<file path="config.mk">
export PLATFORM = sky130hd
export DESIGN_NAME = editor_event_line_parser_unit
export DESIGN_NICKNAME = d
export VERILOG_FILES = /design/src/eelp_pkg.sv /design/src/editor_event_line_parser_unit.sv
export SDC_FILE = /design/constraint.sdc
export NUM_CORES = 1
export LEC_CHECK = 0
export ABC_AREA = 1
export BUFFER_PORTS_ARGS = -buffer_cell sky130_fd_sc_hd__buf_2
export CAP_MARGIN = 10
export CELL_PAD_IN_SITES_DETAIL_PLACEMENT = 2
export CELL_PAD_IN_SITES_GLOBAL_PLACEMENT = 2
export CORE_AREA = 2 2 260 262
export DETAILED_ROUTE_END_ITERATION = 7
export DIE_AREA = 0 0 262 264
export PLACE_DENSITY = 0.72
export SLEW_MARGIN = 20
export SYNTH_ARGS = -nofsm -noshare
export SYNTH_HDL_FRONTEND = slang
export SYNTH_SLANG_ARGS = --single-unit
export TNS_END_PERCENT = 1
</file>
<file path="constraint.sdc">
create_clock -name aclk -period 9.13 [get_ports aclk]
set_clock_uncertainty 0.05 [all_clocks]
set_input_delay 0.913 -clock aclk [delete_from_list [all_inputs] [get_ports aclk]]
set_output_delay 0.913 -clock aclk [all_outputs]
set_load 0.01 [all_outputs]
</file>
<file path="src/eelp_pkg.sv">
// ----------------------------------------------------------------------------
// eelp_pkg
// Types and constants shared by the event line parser and its checker.
// ----------------------------------------------------------------------------
`default_nettype none

package eelp_pkg;

    localparam int unsigned NUM_W   = 31;
    localparam int unsigned TDATA_W = 136;
    localparam logic [NUM_W-1:0] SAT31 = {NUM_W{1'b1}};

    localparam logic [7:0] CHAR_SPACE = 8'h20;
    localparam logic [7:0] CHAR_NL    = 8'h0a;
    localparam logic [7:0] CHAR_ZERO  = 8'h30;
    localparam logic [7:0] CHAR_NINE  = 8'h39;

    // chord arguments still to come
    localparam logic [1:0] CHORD_NONE = 2'd0;
    localparam logic [1:0] CHORD_ONE  = 2'd1;
    localparam logic [1:0] CHORD_TWO  = 2'd2;

    typedef enum logic [2:0] {
        PH_ORIGIN,
        PH_TYPE,
        PH_NUM0,
        PH_NUM1,
        PH_NUM2,
        PH_NUM3,
        PH_TEXT,
        PH_NEWLINE
    } phase_t;

    typedef enum logic [1:0] {
        KIND_TEXT,
        KIND_EVENT,
        KIND_ERROR
    } kind_t;

    typedef enum logic [1:0] {
        ROLE_PRIMARY,
        ROLE_EXPANSION,
        ROLE_CHORD1,
        ROLE_CHORD2
    } role_t;

    typedef enum logic [1:0] {
        ST_OK,
        ST_BAD_NUMBER,
        ST_TOO_LONG,
        ST_NO_NEWLINE
    } status_t;

    typedef struct packed {
        kind_t            kind;
        role_t            role;
        logic [7:0]       origin_char;
        logic [7:0]       event_type;
        logic [NUM_W-1:0] first_pos;
        logic [NUM_W-1:0] last_pos;
        logic [NUM_W-1:0] flag_bits;
        logic [7:0]       rune_count;
        logic [7:0]       text_byte;
        logic             rune_end;
        status_t          status;
    } result_t;

endpackage

`default_nettype wire

</file>
<file path="src/editor_event_line_parser_unit.sv">
// ----------------------------------------------------------------------------
// editor_event_line_parser_unit
// Byte-wise parser for editor event lines: passes text bytes with rune-end
// marks, emits an event record at each newline and a sticky error word.
// ----------------------------------------------------------------------------
// Each accepted word is registered, via the skid register while the output stalls.
// Throughput: one byte per cycle while s_tready is high; the state updates in one pass.
// Output is a result register plus a skid register, so s_tready only drops
// when both hold words, i.e. the cycle after a new result meets a stalled word.
// Reset (aresetn low, synchronous) returns the parser to the origin byte,
// clears the sticky error and empties both output registers.
`default_nettype none

module editor_event_line_parser_unit #(
    parameter int MAX_RUNES = 256
) (
    input  wire logic         aclk,
    input  wire logic         aresetn,
    input  wire logic         s_tvalid,
    output logic              s_tready,
    input  wire logic [7:0]   s_tdata,   // [7:0] byte_in
    output logic              m_tvalid,
    input  wire logic         m_tready,
    // [1:0] role, [9:2] origin_char, [17:10] event_type, [48:18] first_pos,
    // [79:49] last_pos, [110:80] flag_bits, [118:111] rune_count,
    // [126:119] text_byte, [127] rune_end, [129:128] status, [135:130] zero
    output logic [135:0]      m_tdata,
    output logic [1:0]        m_tuser    // [1:0] kind
);

    localparam int unsigned NW = eelp_pkg::NUM_W;
    localparam logic [NW-1:0] RUNE_LIMIT = NW'(MAX_RUNES);

    // parser state
    eelp_pkg::phase_t phase_reg, phase_next;
    logic [NW-1:0]    acc_reg, acc_next;
    logic [7:0]       origin_reg, origin_next;
    logic [7:0]       type_reg, type_next;
    logic [NW-1:0]    first_reg, first_next;
    logic [NW-1:0]    last_reg, last_next;
    logic [NW-1:0]    flags_reg, flags_next;
    logic [7:0]       runes_left_reg, runes_left_next;
    logic [1:0]       rune_bytes_reg, rune_bytes_next;
    eelp_pkg::role_t  role_reg, role_next;
    logic             exp_pend_reg, exp_pend_next;
    logic [1:0]       chord_pend_reg, chord_pend_next;
    logic             err_stop_reg, err_stop_next;

    // output registers
    logic             out_valid_reg;
    eelp_pkg::result_t out_reg;
    logic             skid_valid_reg;
    eelp_pkg::result_t skid_reg;

    logic             accept;
    logic [7:0]       b;
    logic             is_digit;
    logic [NW+3:0]    acc_ext;
    logic [NW+3:0]    acc_prod;
    logic [NW-1:0]    acc_sat;
    logic [1:0]       lead_extra;
    logic [1:0]       rb_after;
    logic             rune_done;
    logic             exp_sel;
    logic [1:0]       chord_sel;

    logic             res_valid;
    eelp_pkg::result_t res;

    assign s_tready = !skid_valid_reg;
    assign accept   = s_tvalid && s_tready;
    assign b        = s_tdata;

    // decimal accumulate: acc*10 + digit, saturating
    assign is_digit = (b >= eelp_pkg::CHAR_ZERO) && (b <= eelp_pkg::CHAR_NINE);
    assign acc_ext  = {4'b0000, acc_reg};
    assign acc_prod = (acc_ext << 3) + (acc_ext << 1) + (NW+4)'(b[3:0]);
    assign acc_sat  = (acc_prod > (NW+4)'(eelp_pkg::SAT31)) ? eelp_pkg::SAT31
                                                           : acc_prod[NW-1:0];

    // UTF-8 lead byte: number of continuation bytes to follow
    always_comb begin
        if (b < 8'h80) begin
            lead_extra = 2'd0;
        end else if (b < 8'he0) begin
            lead_extra = 2'd1;
        end else if (b < 8'hf0) begin
            lead_extra = 2'd2;
        end else begin
            lead_extra = 2'd3;
        end
    end

    assign rb_after  = (rune_bytes_reg == 2'd0) ? lead_extra : rune_bytes_reg - 2'd1;
    assign rune_done = (rb_after == 2'd0);

    // flags of a primary event set up what follows
    assign exp_sel   = (role_reg == eelp_pkg::ROLE_PRIMARY) ? flags_reg[1] : exp_pend_reg;
    assign chord_sel = (role_reg == eelp_pkg::ROLE_PRIMARY)
                     ? (flags_reg[3] ? eelp_pkg::CHORD_TWO : eelp_pkg::CHORD_NONE)
                     : chord_pend_reg;

    // next state
    always_comb begin
        phase_next      = phase_reg;
        acc_next        = acc_reg;
        origin_next     = origin_reg;
        type_next       = type_reg;
        first_next      = first_reg;
        last_next       = last_reg;
        flags_next      = flags_reg;
        runes_left_next = runes_left_reg;
        rune_bytes_next = rune_bytes_reg;
        role_next       = role_reg;
        exp_pend_next   = exp_pend_reg;
        chord_pend_next = chord_pend_reg;
        err_stop_next   = err_stop_reg;
        if (accept && !err_stop_reg) begin
            case (phase_reg)
                eelp_pkg::PH_ORIGIN: begin
                    origin_next = b;
                    phase_next  = eelp_pkg::PH_TYPE;
                end
                eelp_pkg::PH_TYPE: begin
                    type_next  = b;
                    acc_next   = '0;
                    phase_next = eelp_pkg::PH_NUM0;
                end
                eelp_pkg::PH_NUM0, eelp_pkg::PH_NUM1,
                eelp_pkg::PH_NUM2, eelp_pkg::PH_NUM3: begin
                    if (is_digit) begin
                        acc_next = acc_sat;
                    end else if (b != eelp_pkg::CHAR_SPACE) begin
                        err_stop_next = 1'b1;
                    end else begin
                        case (phase_reg)
                            eelp_pkg::PH_NUM0: begin
                                first_next = acc_reg;
                                acc_next   = '0;
                                phase_next = eelp_pkg::PH_NUM1;
                            end
                            eelp_pkg::PH_NUM1: begin
                                last_next  = acc_reg;
                                acc_next   = '0;
                                phase_next = eelp_pkg::PH_NUM2;
                            end
                            eelp_pkg::PH_NUM2: begin
                                flags_next = acc_reg;
                                acc_next   = '0;
                                phase_next = eelp_pkg::PH_NUM3;
                            end
                            default: begin
                                // rune count stays in acc for the record
                                if (acc_reg >= RUNE_LIMIT) begin
                                    err_stop_next = 1'b1;
                                end else begin
                                    runes_left_next = acc_reg[7:0];
                                    rune_bytes_next = 2'd0;
                                    phase_next = (acc_reg[7:0] != 8'd0) ? eelp_pkg::PH_TEXT
                                                                        : eelp_pkg::PH_NEWLINE;
                                end
                            end
                        endcase
                    end
                end
                eelp_pkg::PH_TEXT: begin
                    rune_bytes_next = rb_after;
                    if (rune_done) begin
                        runes_left_next = runes_left_reg - 8'd1;
                        if (runes_left_reg == 8'd1) begin
                            phase_next = eelp_pkg::PH_NEWLINE;
                        end
                    end
                end
                default: begin
                    if (b != eelp_pkg::CHAR_NL) begin
                        err_stop_next = 1'b1;
                    end else begin
                        acc_next   = '0;
                        phase_next = eelp_pkg::PH_ORIGIN;
                        exp_pend_next   = exp_sel;
                        chord_pend_next = chord_sel;
                        if (exp_sel) begin
                            exp_pend_next = 1'b0;
                            role_next     = eelp_pkg::ROLE_EXPANSION;
                        end else if (chord_sel == eelp_pkg::CHORD_TWO) begin
                            chord_pend_next = eelp_pkg::CHORD_ONE;
                            role_next       = eelp_pkg::ROLE_CHORD1;
                        end else if (chord_sel == eelp_pkg::CHORD_ONE) begin
                            chord_pend_next = eelp_pkg::CHORD_NONE;
                            role_next       = eelp_pkg::ROLE_CHORD2;
                        end else begin
                            role_next = eelp_pkg::ROLE_PRIMARY;
                        end
                    end
                end
            endcase
        end
    end

    // result word
    always_comb begin
        res       = '0;
        res.kind  = eelp_pkg::KIND_TEXT;
        res.role  = role_reg;
        res.status = eelp_pkg::ST_OK;
        res_valid = 1'b0;
        if (accept && !err_stop_reg) begin
            case (phase_reg)
                eelp_pkg::PH_ORIGIN, eelp_pkg::PH_TYPE: begin
                    res_valid = 1'b0;
                end
                eelp_pkg::PH_NUM0, eelp_pkg::PH_NUM1,
                eelp_pkg::PH_NUM2, eelp_pkg::PH_NUM3: begin
                    if (!is_digit && b != eelp_pkg::CHAR_SPACE) begin
                        res_valid  = 1'b1;
                        res.kind   = eelp_pkg::KIND_ERROR;
                        res.status = eelp_pkg::ST_BAD_NUMBER;
                    end else if (!is_digit && phase_reg == eelp_pkg::PH_NUM3
                                 && acc_reg >= RUNE_LIMIT) begin
                        res_valid  = 1'b1;
                        res.kind   = eelp_pkg::KIND_ERROR;
                        res.status = eelp_pkg::ST_TOO_LONG;
                    end
                end
                eelp_pkg::PH_TEXT: begin
                    res_valid     = 1'b1;
                    res.text_byte = b;
                    res.rune_end  = rune_done;
                end
                default: begin
                    res_valid = 1'b1;
                    if (b != eelp_pkg::CHAR_NL) begin
                        res.kind   = eelp_pkg::KIND_ERROR;
                        res.status = eelp_pkg::ST_NO_NEWLINE;
                    end else begin
                        res.kind        = eelp_pkg::KIND_EVENT;
                        res.origin_char = origin_reg;
                        res.event_type  = type_reg;
                        res.first_pos   = first_reg;
                        res.last_pos    = last_reg;
                        res.flag_bits   = flags_reg;
                        res.rune_count  = acc_reg[7:0];
                    end
                end
            endcase
        end
    end

    always_ff @(posedge aclk) begin
        if (!aresetn) begin
            phase_reg      <= eelp_pkg::PH_ORIGIN;
            acc_reg        <= '0;
            origin_reg     <= '0;
            type_reg       <= '0;
            first_reg      <= '0;
            last_reg       <= '0;
            flags_reg      <= '0;
            runes_left_reg <= '0;
            rune_bytes_reg <= '0;
            role_reg       <= eelp_pkg::ROLE_PRIMARY;
            exp_pend_reg   <= 1'b0;
            chord_pend_reg <= eelp_pkg::CHORD_NONE;
            err_stop_reg   <= 1'b0;
        end else begin
            phase_reg      <= phase_next;
            acc_reg        <= acc_next;
            origin_reg     <= origin_next;
            type_reg       <= type_next;
            first_reg      <= first_next;
            last_reg       <= last_next;
            flags_reg      <= flags_next;
            runes_left_reg <= runes_left_next;
            rune_bytes_reg <= rune_bytes_next;
            role_reg       <= role_next;
            exp_pend_reg   <= exp_pend_next;
            chord_pend_reg <= chord_pend_next;
            err_stop_reg   <= err_stop_next;
        end
    end

    // result register with skid; skid only fills while the output is stalled
    always_ff @(posedge aclk) begin
        if (!aresetn) begin
            out_valid_reg  <= 1'b0;
            skid_valid_reg <= 1'b0;
        end else begin
            if (!out_valid_reg || m_tready) begin
                if (skid_valid_reg) begin
                    out_valid_reg  <= 1'b1;
                    skid_valid_reg <= 1'b0;
                end else begin
                    out_valid_reg <= res_valid;
                end
            end else if (res_valid) begin
                skid_valid_reg <= 1'b1;
            end
        end
    end

    always_ff @(posedge aclk) begin
        if (!out_valid_reg || m_tready) begin
            out_reg <= skid_valid_reg ? skid_reg : res;
        end else if (res_valid) begin
            skid_reg <= res;
        end
    end

    assign m_tvalid = out_valid_reg;
    assign m_tuser  = out_reg.kind;
    assign m_tdata  = {6'b000000, out_reg.status, out_reg.rune_end, out_reg.text_byte,
                       out_reg.rune_count, out_reg.flag_bits, out_reg.last_pos,
                       out_reg.first_pos, out_reg.event_type, out_reg.origin_char,
                       out_reg.role};

endmodule

`default_nettype wire

</file>
==> metrics.md <==
| Metric | Value |
|---|---|
| Status | `finished, final reports clean` |
| Final wirelength | `62.7 mm` |
| Mux cell area share after synthesis | `0%` |
| Hold Worst Slack | `0.423 ns` |
| Final instance area | `22600 sq um` |
| Vias in the first global route | `16243` |
| Xor and xnor area share after synthesis | `0.885%` |
| Nature of the critical path endpoint | `flip-flop` |
| Clk buf depth | `3` |
| Post-cts repair resize count | `0` |
| Setup Fix Bufs, Post-CTS | `0` |
| Pwr per Cell Area | `182 nW/um^2` |
| Seq pwr share | `50.7%` |
| I/O Pins | `152` |
| Largest register FFs | `132` |
| Worst path max stage delay | `0.61 ns` |
| Final Hold Fails | `0` |
| Reg2Reg Setup Slack | `5.34 ns` |
| Avg WL per Cell | `20.2 um` |
| Sw frac | `22.5%` |
| Clock sinks | `424` |
| CP Launch Type | `flip-flop` |
| CP max-delay cell | `fa_1` |
| H-tree depth | `2` |
| CP Launch Point | `acc_reg[0]` |
| VDD IR max | `0.110 mV` |
| Hold wc startpoint | `role_reg[1]` |
| Final Max Tran Viols | `0` |
| EDFF count, synth | `264` |
| Placement Cell Area | `21100 sq um` |
| Die H | `264 um` |
| Max-cap violations | `0` |
| Commonest non-fill, non-tap cell in the layout | `nand2_1` |
| Largest net degree at the start of global routing | `146` |
| Post-Syn Area | `19800 sq um` |
| Share of cells above drive strength 1 | `17.9%` |
| GPL Wtd Cong | `0.823` |
| GRT overflow | `0` |
| Ys Warns | `0` |
| Critical path class | `reg -> reg` |
| Reg2reg start | `acc_reg[0]` |
| Tot GR Track Use | `18.1%` |
| # nets final | `2283` |
| Peak Freq | `264 MHz` |
| Combinational power share | `4.6%` |
| Num rows | `95` |
| NetSw | `926 uW` |
| Synth Area in Compound Gates | `12.9%` |
| Period utilisation layout | `41.5%` |
| Sequential cell area fraction in the yosys report | `56.2%` |
| RSZ-0062 raised after global routing | `no` |
| Hold crit path type | `reg -> reg` |
| Hold Buf Count CTS | `0` |
| Pwr Total | `4.11 mW` |
| First-pass GRT wire length | `96.6 mm` |
| Final critical-path required period | `3.79 ns` |
| Synthesized area per cell | `9.44 sq um` |
| Post-synth cell types | `50` |
| Core area | `66600 sq um` |
| Critical Path RT | `9.49 ns` |
| Via count | `14877` |
| Largest family of logic cells by synthesized area | `simple AND/OR/NAND/NOR gates` |
| Die X | `262 um` |
| ANT nets after route | `0` |
| DR iter-0 viols | `689` |
| Endpoints failing setup | `0` |
| Top FF cell, synth | `edfxtp_1` |
| Cts bufs inserted | `45` |
| Simple-Gate Fraction of Synth Area | `17.3%` |
| Critical Path Fanout Max | `31` |
| Starting Density | `29.7%` |
| Die area | `69200 sq um` |
| Clk Latency, worst-skew pair | `0.57 ns` |
| DR vias/cell | `4.78` |
| Worst EP arrival | `4.15 ns` |
| Internal power | `3.19 mW` |
| CP cell instances | `inv_1 > fa_1 > inv_1 > ha_1 > nand2_1 > nand2_1 > nand3_1 > nand2_1 > nand2_1 > nand2_2 > nand2_2 > nand2_1 > nand2_2 > nand2_4 > nor2_8 > nand3_2 > nand2_2 > a21oi_2` |
| Cells after Synth | `2097` |
| Synth Area in Adders | `4.31%` |
| # port buffers | `145` |
| Slew margin rel. | `29.2%` |
| Leakage | `9.52 nW` |
| CTS tree | `yes` |
| Initial antenna violation count | `2` |
| Residual DRC | `0` |
| Detail Placement HPWL | `43.1 mm` |
| TNS Setup | `0 ns` |
| Reg clk slew, reported paths | `0.06 ns` |
| Most frequent cells in the layout | `375 x nand2_1, 264 x edfxtp_1, 262 x o21ai_0` |
| Clock Tree Root | `clkbuf_16` |
| Area delta synth->final | `14.1%` |
| CP dominant cell by count | `nand2_1` |
| ANT cells | `0` |
| Synthesized flop and latch total | `424` |
| Worst-margin pin slew | `1.06 ns` |
| FFs w/ async S/R, synth | `0%` |
| First-pass iteration count of the detailed router | `4` |
| Clock share of power | `44.7%` |
worst paths after layout:
check                        to  cells past startpoint
hold reg to reg   skid_reg[129]                      0
setup / recovery    acc_reg[29]                     18
hold / removal    skid_reg[129]                      0
setup reg to reg    acc_reg[29]                     18
through the flow:
stage	utilization, %	worst slack [ns]	std cells
after floorplan	-	-0.308	2102
after global placement	31.7	5.07	3029
after detailed placement	31.7	4.96	3029
after CTS	33.9	5.27	3112
after global routing	33.9	5.14	3113
final	33.9	5.34	3113
final cells by class:
cell class / count / area, sq um
Timing Repair Buffer: 157 / 841
Clock buffer: 63 / 1250
Multi-Input combinational cell: 1314 / 7070
Tap cell: 873 / 1090
Inverter: 262 / 992
Clock inverter: 20 / 210
Sequential cell: 424 / 11100
Fill cell: 7384 / 44000
layer usage:
metal  vias to the layer above  GRT usage, %  wire length [um]
met5                         -             0                13
met4                         2          4.87              1480
met3                        86          2.06              1540
met2                       174          32.3             31700
met1                      7478          23.0             28000
li1                       7137             -                 -
logic make-up (layout without fill, tap and decap cells):
family | count (synthesis) | in the layout
xor+xnor | 20 | 20
flops | 424 | 424
buf+inv | 364 | 502
fa+ha+maj | 67 | 67
other cells | 1 | 6
compound gates | 467 | 467
simple gates | 754 | 754
power groups by stage:
stage | registers, mW | clock network, mW | logic (mW)
2_1_floorplan | 2.13 | 0 | 0.108
3_3_place_gp | 2.13 | 0 | 0.183
3_5_place_dp | 2.13 | 0 | 0.191
4_1_cts | 2.09 | 1.88 | 0.194
5_1_grt | 2.09 | 1.95 | 0.213
6_report | 2.08 | 1.84 | 0.190
worst max-delay path, delay by kind of cell, from the launching register on:
family / cells / cell delay, ns
AO/OA/AOI/OAI: 1 / 0.05
adder cells (fa/ha/maj): 2 / 0.90
buffers and inverters: 2 / 0.32
flip-flops: 1 / 0.60
AND/OR/NAND/NOR: 13 / 1.69
synthesized netlist by cell type, types with 4 or more instances:
cell type	count	area share, %
a211oi_1	6	0.23
inv_2	18	0.34
nand4_1	9	0.28
o21bai_1	8	0.30
a21oi_2	36	1.6
nor2_1	206	3.9
nor2_2	14	0.44
buf_4	8	0.30
xor2_1	5	0.22
buf_2	11	0.28
nand3_2	33	1.7
o21ai_0	262	6.6
nand3b_1	6	0.23
nand2_1	376	7.1
edfxtp_1	264	40
clkbuf_1	54	1.0
nand3_1	33	0.83
buf_6	22	1.3
nor3_1	9	0.23
xnor2_1	15	0.66
inv_1	243	4.6
o21ai_1	4	0.10
a21oi_1	142	3.6
ha_1	65	4.1
dfxtp_1	160	16
nand2_2	51	1.6
Power figures use the tool's default switching activity.
